`src/sv/cqmm_pkg.sv`:
```
// cqmm_pkg: shared types and constants for the circular queue with min/max report.
// No dependencies; used by cqmm_ctrl, cqmm_datapath and circular_queue_min_max.
`default_nettype none

package cqmm_pkg;

    localparam int DATA_W      = 32;   // queue element width
    localparam int CNT_W       = 5;    // entry count and capacity register width
    localparam int OUT_TDATA_W = 104;  // 102 payload bits padded to whole bytes
    localparam int APB_ADDR_W  = 3;
    localparam int APB_DATA_W  = 32;

    localparam logic [CNT_W-1:0]      CAP_RESET    = 5'd5;
    localparam logic [APB_ADDR_W-1:0] ADDR_CAPACITY = 3'd0;

    typedef enum logic [1:0] {
        STAT_OK        = 2'd0,
        STAT_OVERFLOW  = 2'd1,
        STAT_UNDERFLOW = 2'd2
    } status_t;

    // controller -> datapath
    typedef struct packed {
        logic do_op;     // request accepted this cycle: push or pop
        logic load;      // capture popped value, arm the scan
        logic scan_rd;   // issue one scan read, step scan pointer
        logic out_load;  // move result into the output register
    } cmd_t;

    // datapath -> controller
    typedef struct packed {
        logic count_zero;  // queue empty after the operation
        logic scan_last;   // current scan read is the final one
    } sts_t;

endpackage

`default_nettype wire

```
`src/sv/cqmm_ctrl.sv`:
```
// cqmm_ctrl: sequencing state machine for one request at a time.
// Depends on cqmm_pkg (cmd_t, sts_t).
`default_nettype none

module cqmm_ctrl
(
    input  wire logic           clk,
    input  wire logic           rst_n,
    input  wire logic           s_tvalid,
    output logic                s_tready,
    output logic                m_tvalid,
    input  wire logic           m_tready,
    input  wire cqmm_pkg::sts_t sts,
    output cqmm_pkg::cmd_t      cmd
);

    typedef enum logic [2:0] {
        ST_IDLE,
        ST_LOAD,
        ST_SCAN,
        ST_DRAIN,
        ST_DONE
    } state_t;

    state_t state_reg;
    state_t state_next;
    logic   m_tvalid_reg;
    logic   m_tvalid_next;
    logic   out_free;

    assign out_free = !m_tvalid_reg || m_tready;

    always_comb
    begin
        state_next    = state_reg;
        cmd           = '0;
        m_tvalid_next = m_tvalid_reg;
        if (m_tready)
        begin
            m_tvalid_next = 1'b0;
        end
        unique case (state_reg)
            ST_IDLE:
            begin
                if (s_tvalid)
                begin
                    cmd.do_op  = 1'b1;
                    state_next = ST_LOAD;
                end
            end
            ST_LOAD:
            begin
                cmd.load   = 1'b1;
                state_next = sts.count_zero ? ST_DONE : ST_SCAN;
            end
            ST_SCAN:
            begin
                cmd.scan_rd = 1'b1;
                if (sts.scan_last)
                begin
                    state_next = ST_DRAIN;
                end
            end
            ST_DRAIN:
            begin
                // last read word is folded in at the end of this cycle
                state_next = ST_DONE;
            end
            ST_DONE:
            begin
                if (out_free)
                begin
                    cmd.out_load  = 1'b1;
                    m_tvalid_next = 1'b1;
                    state_next    = ST_IDLE;
                end
            end
            default:
            begin
                state_next = ST_IDLE;
            end
        endcase
    end

    always_ff @(posedge clk or negedge rst_n)
    begin
        if (!rst_n)
        begin
            state_reg    <= ST_IDLE;
            m_tvalid_reg <= 1'b0;
        end
        else
        begin
            state_reg    <= state_next;
            m_tvalid_reg <= m_tvalid_next;
        end
    end

    assign s_tready = (state_reg == ST_IDLE);
    assign m_tvalid = m_tvalid_reg;

endmodule

`default_nettype wire

```
`src/sv/cqmm_datapath.sv`:
```
// cqmm_datapath: slot memory, head/tail/count, min/max scan and result register.
// Depends on cqmm_pkg (cmd_t, sts_t, status_t, widths).
`default_nettype none

module cqmm_datapath
#(
    parameter int STORE_DEPTH = 16
)
(
    input  wire logic                                clk,
    input  wire logic                                rst_n,
    input  wire logic [cqmm_pkg::CNT_W-1:0]          capacity,
    input  wire logic                                req_pop,
    input  wire logic [cqmm_pkg::DATA_W-1:0]         push_value,
    input  wire cqmm_pkg::cmd_t                      cmd,
    output cqmm_pkg::sts_t                           sts,
    output logic [cqmm_pkg::OUT_TDATA_W-1:0]         m_tdata,
    output logic [1:0]                               m_tuser
);

    localparam int IDX_W = $clog2(STORE_DEPTH);
    localparam int CNT_W = cqmm_pkg::CNT_W;
    localparam int DW    = cqmm_pkg::DATA_W;
    localparam int CMP_W = (IDX_W + 1 > CNT_W) ? IDX_W + 1 : CNT_W;

    // index + 1, wrapping to zero at or beyond the capacity in use
    function automatic logic [IDX_W-1:0] advance(input logic [IDX_W-1:0] idx,
                                                 input logic [CNT_W-1:0] cap);
        logic [CMP_W-1:0] nxt;
        nxt = CMP_W'(idx) + CMP_W'(1);
        if (nxt >= CMP_W'(cap))
        begin
            return '0;
        end
        return nxt[IDX_W-1:0];
    endfunction

    logic [DW-1:0]       mem [STORE_DEPTH];
    logic [DW-1:0]       rd_data_reg;
    logic [IDX_W-1:0]    rd_addr;

    logic [IDX_W-1:0]    head_reg;
    logic [IDX_W-1:0]    tail_reg;
    logic [CNT_W-1:0]    count_reg;
    logic                pop_ok_reg;
    cqmm_pkg::status_t   status_reg;
    cqmm_pkg::status_t   status_next;
    logic [DW-1:0]       popped_reg;
    logic [IDX_W-1:0]    scan_idx_reg;
    logic [CNT_W-1:0]    remain_reg;
    logic                rd_vld_reg;
    logic                first_reg;
    logic [DW-1:0]       max_reg;
    logic [DW-1:0]       min_reg;

    cqmm_pkg::status_t   out_status_reg;
    logic [DW-1:0]       out_popped_reg;
    logic [CNT_W-1:0]    out_count_reg;
    logic [DW-1:0]       out_max_reg;
    logic [DW-1:0]       out_min_reg;
    logic                out_empty_reg;

    logic [CNT_W-1:0]    eff_cap;
    logic                full;
    logic                empty;
    logic                push_ok;
    logic                pop_ok;

    // capacity zero acts as one, anything above the store depth saturates
    always_comb
    begin
        priority if (capacity == '0)
        begin
            eff_cap = CNT_W'(1);
        end
        else if (32'(capacity) > 32'(STORE_DEPTH))
        begin
            eff_cap = CNT_W'(STORE_DEPTH);
        end
        else
        begin
            eff_cap = capacity;
        end
    end

    assign full    = (count_reg >= eff_cap);
    assign empty   = (count_reg == '0);
    assign push_ok = cmd.do_op && !req_pop && !full;
    assign pop_ok  = cmd.do_op && req_pop && !empty;
    assign rd_addr = cmd.scan_rd ? scan_idx_reg : head_reg;

    always_comb
    begin
        if (req_pop)
        begin
            status_next = empty ? cqmm_pkg::STAT_UNDERFLOW : cqmm_pkg::STAT_OK;
        end
        else
        begin
            status_next = full ? cqmm_pkg::STAT_OVERFLOW : cqmm_pkg::STAT_OK;
        end
    end

    // slot memory: one write port, one registered read port
    always_ff @(posedge clk)
    begin
        if (push_ok)
        begin
            mem[tail_reg] <= push_value;
        end
        rd_data_reg <= mem[rd_addr];
    end

    // queue pointers and scan control
    always_ff @(posedge clk or negedge rst_n)
    begin
        if (!rst_n)
        begin
            head_reg     <= '0;
            tail_reg     <= '0;
            count_reg    <= '0;
            pop_ok_reg   <= 1'b0;
            scan_idx_reg <= '0;
            remain_reg   <= '0;
            rd_vld_reg   <= 1'b0;
            first_reg    <= 1'b0;
        end
        else
        begin
            rd_vld_reg <= cmd.scan_rd;
            if (cmd.do_op)
            begin
                pop_ok_reg <= pop_ok;
            end
            if (push_ok)
            begin
                tail_reg  <= advance(tail_reg, eff_cap);
                count_reg <= count_reg + CNT_W'(1);
            end
            if (pop_ok)
            begin
                head_reg  <= advance(head_reg, eff_cap);
                count_reg <= count_reg - CNT_W'(1);
            end
            if (cmd.load)
            begin
                scan_idx_reg <= head_reg;
                remain_reg   <= count_reg;
                first_reg    <= 1'b1;
            end
            if (cmd.scan_rd)
            begin
                scan_idx_reg <= advance(scan_idx_reg, eff_cap);
                remain_reg   <= remain_reg - CNT_W'(1);
            end
            if (rd_vld_reg)
            begin
                first_reg <= 1'b0;
            end
        end
    end

    // payload: popped value, running extremes, result register
    always_ff @(posedge clk)
    begin
        if (cmd.do_op)
        begin
            status_reg <= status_next;
        end
        if (cmd.load)
        begin
            popped_reg <= pop_ok_reg ? rd_data_reg : '0;
            max_reg    <= '1;
            min_reg    <= '1;
        end
        if (rd_vld_reg)
        begin
            if (first_reg || ($signed(rd_data_reg) > $signed(max_reg)))
            begin
                max_reg <= rd_data_reg;
            end
            if (first_reg || ($signed(rd_data_reg) < $signed(min_reg)))
            begin
                min_reg <= rd_data_reg;
            end
        end
        if (cmd.out_load)
        begin
            out_status_reg <= status_reg;
            out_popped_reg <= popped_reg;
            out_count_reg  <= count_reg;
            out_max_reg    <= max_reg;
            out_min_reg    <= min_reg;
            out_empty_reg  <= empty;
        end
    end

    assign sts.count_zero = empty;
    assign sts.scan_last  = (remain_reg == CNT_W'(1));

    assign m_tdata = {2'b00, out_empty_reg, out_min_reg, out_max_reg,
                      out_count_reg, out_popped_reg};
    assign m_tuser = out_status_reg;

endmodule

`default_nettype wire

```
`src/sv/circular_queue_min_max.sv`:
```
// circular_queue_min_max: top level; capacity register, controller and datapath.
// Depends on cqmm_pkg, cqmm_ctrl and cqmm_datapath.
//
//  channel  | direction | signals                     | contents
//  ---------+-----------+-----------------------------+-----------------------------------
//  request  | in        | s_tvalid/s_tready/s_tdata   | tdata: push_value; tuser: req_type
//  result   | out       | m_tvalid/m_tready/m_tdata   | tdata: popped, count, max, min,
//           |           | m_tuser                     | empty; tuser: status
//  config   | in        | APB psel/penable/pwrite ... | queue_capacity at address 0
//
// One request is in flight at a time. From acceptance to a valid result a
// request goes through these steps: the push/pop, capturing the popped word,
// one memory read per live entry for the min/max scan (single read port),
// folding in the last read and loading the output register. When the queue
// is empty after the operation there is no scan and no fold.
// The next request can be taken in the same cycle that the result turns
// valid, even if that result is still waiting on m_tready; it then stalls
// only at result load.
// Reset clears pointers and count; the slot memory has no reset and no
// clearing pass.
`default_nettype none

module circular_queue_min_max
#(
    parameter int STORE_DEPTH = 16
)
(
    input  wire logic                                  clk,
    input  wire logic                                  rst_n,

    input  wire logic                                  s_tvalid,
    output logic                                       s_tready,
    input  wire logic [cqmm_pkg::DATA_W-1:0]           s_tdata,   // [31:0] push_value
    input  wire logic                                  s_tuser,   // [0] req_type

    output logic                                       m_tvalid,
    input  wire logic                                  m_tready,
    // [31:0] popped_value, [36:32] entry_count, [68:37] largest_value,
    // [100:69] smallest_value, [101] queue_empty, [103:102] zero
    output logic [cqmm_pkg::OUT_TDATA_W-1:0]           m_tdata,
    output logic [1:0]                                 m_tuser,   // [1:0] status

    input  wire logic                                  psel,
    input  wire logic                                  penable,
    input  wire logic                                  pwrite,
    input  wire logic [cqmm_pkg::APB_ADDR_W-1:0]       paddr,
    input  wire logic [cqmm_pkg::APB_DATA_W-1:0]       pwdata,
    output logic [cqmm_pkg::APB_DATA_W-1:0]            prdata,
    output logic                                       pready
);

    logic [cqmm_pkg::CNT_W-1:0] cap_reg;
    logic [cqmm_pkg::CNT_W-1:0] cap_next;
    logic                       cfg_wr;
    cqmm_pkg::cmd_t             cmd;
    cqmm_pkg::sts_t             sts;

    // APB: zero wait states, single capacity register
    assign pready = 1'b1;
    assign cfg_wr = psel && penable && pwrite && (paddr == cqmm_pkg::ADDR_CAPACITY);
    assign cap_next = cfg_wr ? pwdata[cqmm_pkg::CNT_W-1:0] : cap_reg;

    always_ff @(posedge clk or negedge rst_n)
    begin
        if (!rst_n)
        begin
            cap_reg <= cqmm_pkg::CAP_RESET;
        end
        else
        begin
            cap_reg <= cap_next;
        end
    end

    assign prdata = (paddr == cqmm_pkg::ADDR_CAPACITY)
                  ? cqmm_pkg::APB_DATA_W'(cap_reg) : '0;

    cqmm_ctrl u_ctrl
    (
        .clk      (clk),
        .rst_n    (rst_n),
        .s_tvalid (s_tvalid),
        .s_tready (s_tready),
        .m_tvalid (m_tvalid),
        .m_tready (m_tready),
        .sts      (sts),
        .cmd      (cmd)
    );

    cqmm_datapath #(.STORE_DEPTH(STORE_DEPTH)) u_datapath
    (
        .clk        (clk),
        .rst_n      (rst_n),
        .capacity   (cap_reg),
        .req_pop    (s_tuser),
        .push_value (s_tdata),
        .cmd        (cmd),
        .sts        (sts),
        .m_tdata    (m_tdata),
        .m_tuser    (m_tuser)
    );

    // one transaction at a time: no acceptance right after an acceptance
    assert property (@(posedge clk) disable iff (!rst_n)
        (s_tvalid && s_tready) |=> !s_tready)
        else $error("request accepted while previous one in flight");

    // empty flag agrees with the reported count
    assert property (@(posedge clk) disable iff (!rst_n)
        m_tvalid |-> (m_tdata[101] == (m_tdata[36:32] == '0)))
        else $error("queue_empty disagrees with entry_count");

    // overflow only happens with stored entries; underflow leaves queue empty
    assert property (@(posedge clk) disable iff (!rst_n)
        (m_tvalid && (m_tuser == cqmm_pkg::STAT_UNDERFLOW)) |-> m_tdata[101])
        else $error("underflow reported on non-empty queue");

    assert property (@(posedge clk) disable iff (!rst_n)
        (m_tvalid && (m_tuser == cqmm_pkg::STAT_OVERFLOW)) |->
            (!m_tdata[101] && (m_tdata[31:0] == '0)))
        else $error("overflow reported on empty queue or with popped data");

endmodule

`default_nettype wire
```
`config.mk`:
```
export PLATFORM = sky130hd
export DESIGN_NAME = circular_queue_min_max
export DESIGN_NICKNAME = d
export VERILOG_FILES = /design/src/sv/cqmm_pkg.sv /design/src/sv/cqmm_ctrl.sv /design/src/sv/cqmm_datapath.sv /design/src/sv/circular_queue_min_max.sv
export SDC_FILE = /design/constraint.sdc
export NUM_CORES = 1
export LEC_CHECK = 0
export ABC_AREA = 1
export BUFFER_PORTS_ARGS = -buffer_cell sky130_fd_sc_hd__buf_2
export CAP_MARGIN = 20
export CELL_PAD_IN_SITES_DETAIL_PLACEMENT = 0
export CELL_PAD_IN_SITES_GLOBAL_PLACEMENT = 1
export CORE_MARGIN = 5
export CORE_UTILIZATION = 49
export DETAILED_ROUTE_END_ITERATION = 12
export PLACE_DENSITY_LB_ADDON = 0.3
export SYNTH_ARGS = -nofsm -noshare
export SYNTH_HDL_FRONTEND = slang
export SYNTH_SLANG_ARGS = --single-unit
```
`constraint.sdc`:
```
create_clock -name clk -period 8.3 [get_ports clk]
set_input_delay 0.415 -clock clk [delete_from_list [all_inputs] [get_ports clk]]
set_output_delay 0.415 -clock clk [all_outputs]
set_load 0.01 [all_outputs]
```
==> impl_summary.log <==
[metrics] result of the run: finished, final reports clean
[metrics] required time of the critical path: 8550 ps
[metrics] power density cells: ~390 nW/um2
[metrics] share of synthesized area occupied by flip-flops and latches: 0.700
[metrics] Max Slew Vio Count: 0
[metrics] Placer Congestion: roughly 0.8
[metrics] unique cell type count in the Yosys netlist: 44
[metrics] post-synthesis instance area: 31800 um2
[metrics] initial antenna violation count: 10
[metrics] floorplan die area: 70200 um2
[metrics] count of antenna-violating nets left after detailed routing: 0
[metrics] initial DRC count: 1793
[metrics] DRT Pass-1 Iters: 5
[metrics] Area Overhead vs Synth: 13.2%
[metrics] clock period minus worst slack: 3940 ps
[metrics] register ranked first by flip-flop count: u_datapath.mem
[metrics] period utilisation layout: 0.475
[metrics] Pwr Total: ~14 mW
[metrics] Fin Setup TNS: 0 ps
[metrics] number of resized instances in the post-cts repair step: 0
[metrics] Leak Pwr: around 14 nW
[metrics] DIE HEIGHT: 265 um
[metrics] largest net degree at the start of global routing: 200
[metrics] slowest stage delay, CP: 610 ps
[metrics] Top-Level Pins: approximately 220
[metrics] endpoint kind of the worst setup timing path: register
[metrics] Final setup viols: 0
[metrics] total wirelength of the detailed-routed design: 75000 um
[metrics] average cell area after synthesis: between 10 and 15 um2
[metrics] remaining global-route overflow: 0
[metrics] worst-case vdd ir drop: 0.492 mV
[metrics] count of flip-flops with a built-in enable after synthesis: 650
[metrics] post-detail-place hpwl: 41000 um
[metrics] area of the core: approximately 64000 um2
[metrics] Critical Path Start Type: register
[metrics] vias in the first global route: between 15000 and 20000
[metrics] post-synthesis register bit count: about 800
[metrics] number of vias per cell: approximately 5.4
[metrics] initial core utilization: 0.495
[metrics] Die X-Extent: between 200 and 300 um
[metrics] WP buf/inv: 4
[metrics] Syn. warnings: 0
[metrics] Top Family by Delay on Critical Path: simple AND/OR/NAND/NOR gates
[metrics] total global routing track utilization: 0.209
[metrics] CP most frequent cell: nand4_1
[metrics] max-cap check violation count: 0
[metrics] detailed-route via count: around 20000
[metrics] per-cell routed wire length: 20.0 um
[metrics] share of synthesized registers carrying an async set or reset: 0.0436
[metrics] number of sinks on the clock net: between 700 and 800
[metrics] timing-limited maximum frequency: approximately 250 MHz
[metrics] fraction of layout instances using a drive strength above 1: 0.117
[metrics] non-filler instance count after layout: around 3800
[metrics] Critical Setup Path Class: reg -> reg
[metrics] most frequently used flop master after synthesis: edfxtp_1
[metrics] number of clock buffers inserted by TritonCTS: 79
[metrics] CTS Root Cell: clkbuf_16
[metrics] drc violations: 0
[metrics] H-tree levels: 3
[metrics] RSZ-0062 raised after global routing: false
[metrics] first-pass GRT wire length: around 110000 um
[metrics] Final nets: around 3000
[metrics] cells along the critical path: inv_1, nand4_1, a21oi_1, ha_1, nand2_1, inv_1, nand4_1, nand4_1, clkinv_1, nand2_1, nor2_4, buf_4
[metrics] Post-Syn Instances: between 2000 and 3000
[metrics] largest fanout of any net on the critical path: 20
[metrics] maximum count of clock buffers along a single path: 3
[metrics] class of the tightest hold or removal check: in -> reg
[metrics] dpl cells: about 3600
[metrics] CP arrival: 4190 ps
[metrics] critical-path cell with the highest stage delay: nor2_4
[metrics] insertion delay of the later-clocked pin in the worst-skew pair: a little over 600 ps
[metrics] Largest register FFs: slightly above 500
[metrics] Worst Skew: between 20 and 30 ps
[metrics] total number of placement rows: 93
[metrics] slew at the pin closest to its max-slew limit: between 900 and 1000 ps
[metrics] TritonCTS clock tree: built
[metrics] final hold violation count: 0
[metrics] register clock-pin slew on the reported worst setup and hold paths: around 60 ps
[metrics] headroom to the max-slew limit: 0.348
[metrics] # port buffers: about 160
-- synth_stat cells (2+ instances only) --
cell type	count	area share
a21boi_0	2	0.00047
a21o_1	2	0.00047
a21oi_1	44	0.0069
a31oi_1	3	0.00059
buf_1	2	0.00024
buf_2	53	0.0083
buf_4	37	0.0087
buf_6	3	0.0011
clkbuf_1	72	0.0085
clkinv_1	2	0.00024
conb_1	2	0.00024
dfrtp_1	32	0.025
dfstp_2	2	0.0017
dfxtp_1	96	0.060
edfxtp_1	650	0.61
ha_1	94	0.037
inv_1	165	0.019
inv_2	3	0.00035
nand2_1	353	0.042
nand3_1	119	0.019
nand4_1	11	0.0022
nor2_1	463	0.055
nor3_1	7	0.0011
o211ai_1	77	0.018
o21a_1	4	0.00094
o21ai_0	253	0.040
o21ai_1	88	0.014
o21bai_1	3	0.00071
o221ai_1	4	0.0011
o22ai_1	2	0.00039
o32ai_1	26	0.0072
or2_2	2	0.00039
xnor2_1	2	0.00055
xor2_1	10	0.0028
-- cells in the final DEF (no fill, tap or decap), types with 26 or more instances in the layout --
cell | Yosys | final
dfrtp_1 | 32 | 31
buf_2 | 53 | 158
edfxtp_1 | 650 | 650
dfxtp_1 | 96 | 96
conb_1 | 2 | 30
ha_1 | 94 | 94
inv_1 | 165 | 164
buf_4 | 37 | 27
o32ai_1 | 26 | 26
a21oi_1 | 44 | 42
nand2_1 | 353 | 352
o21ai_0 | 253 | 253
nand3_1 | 119 | 119
o21ai_1 | 88 | 88
clkbuf_16 | 0 | 81
nor2_1 | 463 | 448
o211ai_1 | 77 | 77
-- through the flow --
stage               hold WS, ps  utilization  instance area [um2]  setup WS [ps]
finish                     38.2        0.560                36000           4360
global route               46.2        0.560                36000           3980
CTS                        9.07        0.559                36000           4240
detailed placement          405        0.519                33400           4280
global placement            405        0.519                33400           4380
floorplan                   119            -                31900           1950
-- tightest hold or removal path: cells and delay by family --
| kind | cells | cell delay, ps |
|---|---|---|
| buffers and inverters | 1 | 80 |
| AO/OA/AOI/OAI | 1 | 60 |
| AND/OR/NAND/NOR | 1 | 40 |
-- kinds of logic (layout without fill, tap and decap cells) --
group	count (synthesis)	in the layout	synth area share
AOI/OAI and AO/OA	513	513	0.0923
xor gates and xnor gates	12	12	0.00330
DFF	780	780	0.700
buffers and inverters	337	509	0.0469
adders and majority gates	95	95	0.0376
other	2	32	0.000236
and+or+nand+nor	959	959	0.119
-- routing by layer --
metal | part of all wire | track usage | wire, um | vias up
met4 | 0.029 | 0.0687 | 2210 | 4
met1 | 0.43 | 0.277 | 32100 | 9865
met2 | 0.49 | 0.355 | 36500 | 554
met5 | 0.00032 | 0 | 24 | -
li1 | - | - | - | 9684
met3 | 0.056 | 0.0340 | 4170 | 141
-- power breakdown --
group	switching [mW]	total [mW]	internal, mW
clock network	1.45	3.47	2.02
logic	3.70	5.37	1.67
registers	0.455	5.37	4.92
-- final timing paths --
check | startpoint | to | slack [ps] | cells past startpoint
max in group asynchronous | rst_n | u_datapath.rd_vld_reg$_DFF_PN0_ | 7280 | 2
hold / removal | pwdata[1] | cap_reg[1]$_DFFE_PN0P_ | 40 | 3
setup reg to reg | cap_reg[3]$_DFFE_PN0P_ | u_datapath.mem[6][22]$_DFFE_PP_ | 4360 | 12
hold reg to reg | u_datapath.popped_reg[23]$_SDFFCE_PN0P_ | u_datapath.out_popped_reg[23]$_DFFE_PP_ | 410 | 0
setup / recovery | cap_reg[3]$_DFFE_PN0P_ | u_datapath.mem[6][22]$_DFFE_PP_ | 4360 | 12
min in group asynchronous | rst_n | u_datapath.count_reg[0]$_DFFE_PN0P_ | 450 | 2
-- what timing repair did --
| action | 4_1_cts | 5_1_grt |
|---|---|---|
| hold endpoints to repair | 35 | 0 |
| setup buffers | 0 | 0 |
| hold buffers | 4 | 0 |
-- final cells by class --
cell class | instances | area (um2)
fillers | 5292 | 28300
flip-flops and latches | 780 | 22300
multi-input cells | 1609 | 8310
clock buffers | 98 | 2140
repair buffers | 195 | 1180
well taps | 855 | 1070
inverters | 170 | 644
clock inverters | 46 | 394
diodes | 2 | 5.00
Power figures use the tool's default switching activity.
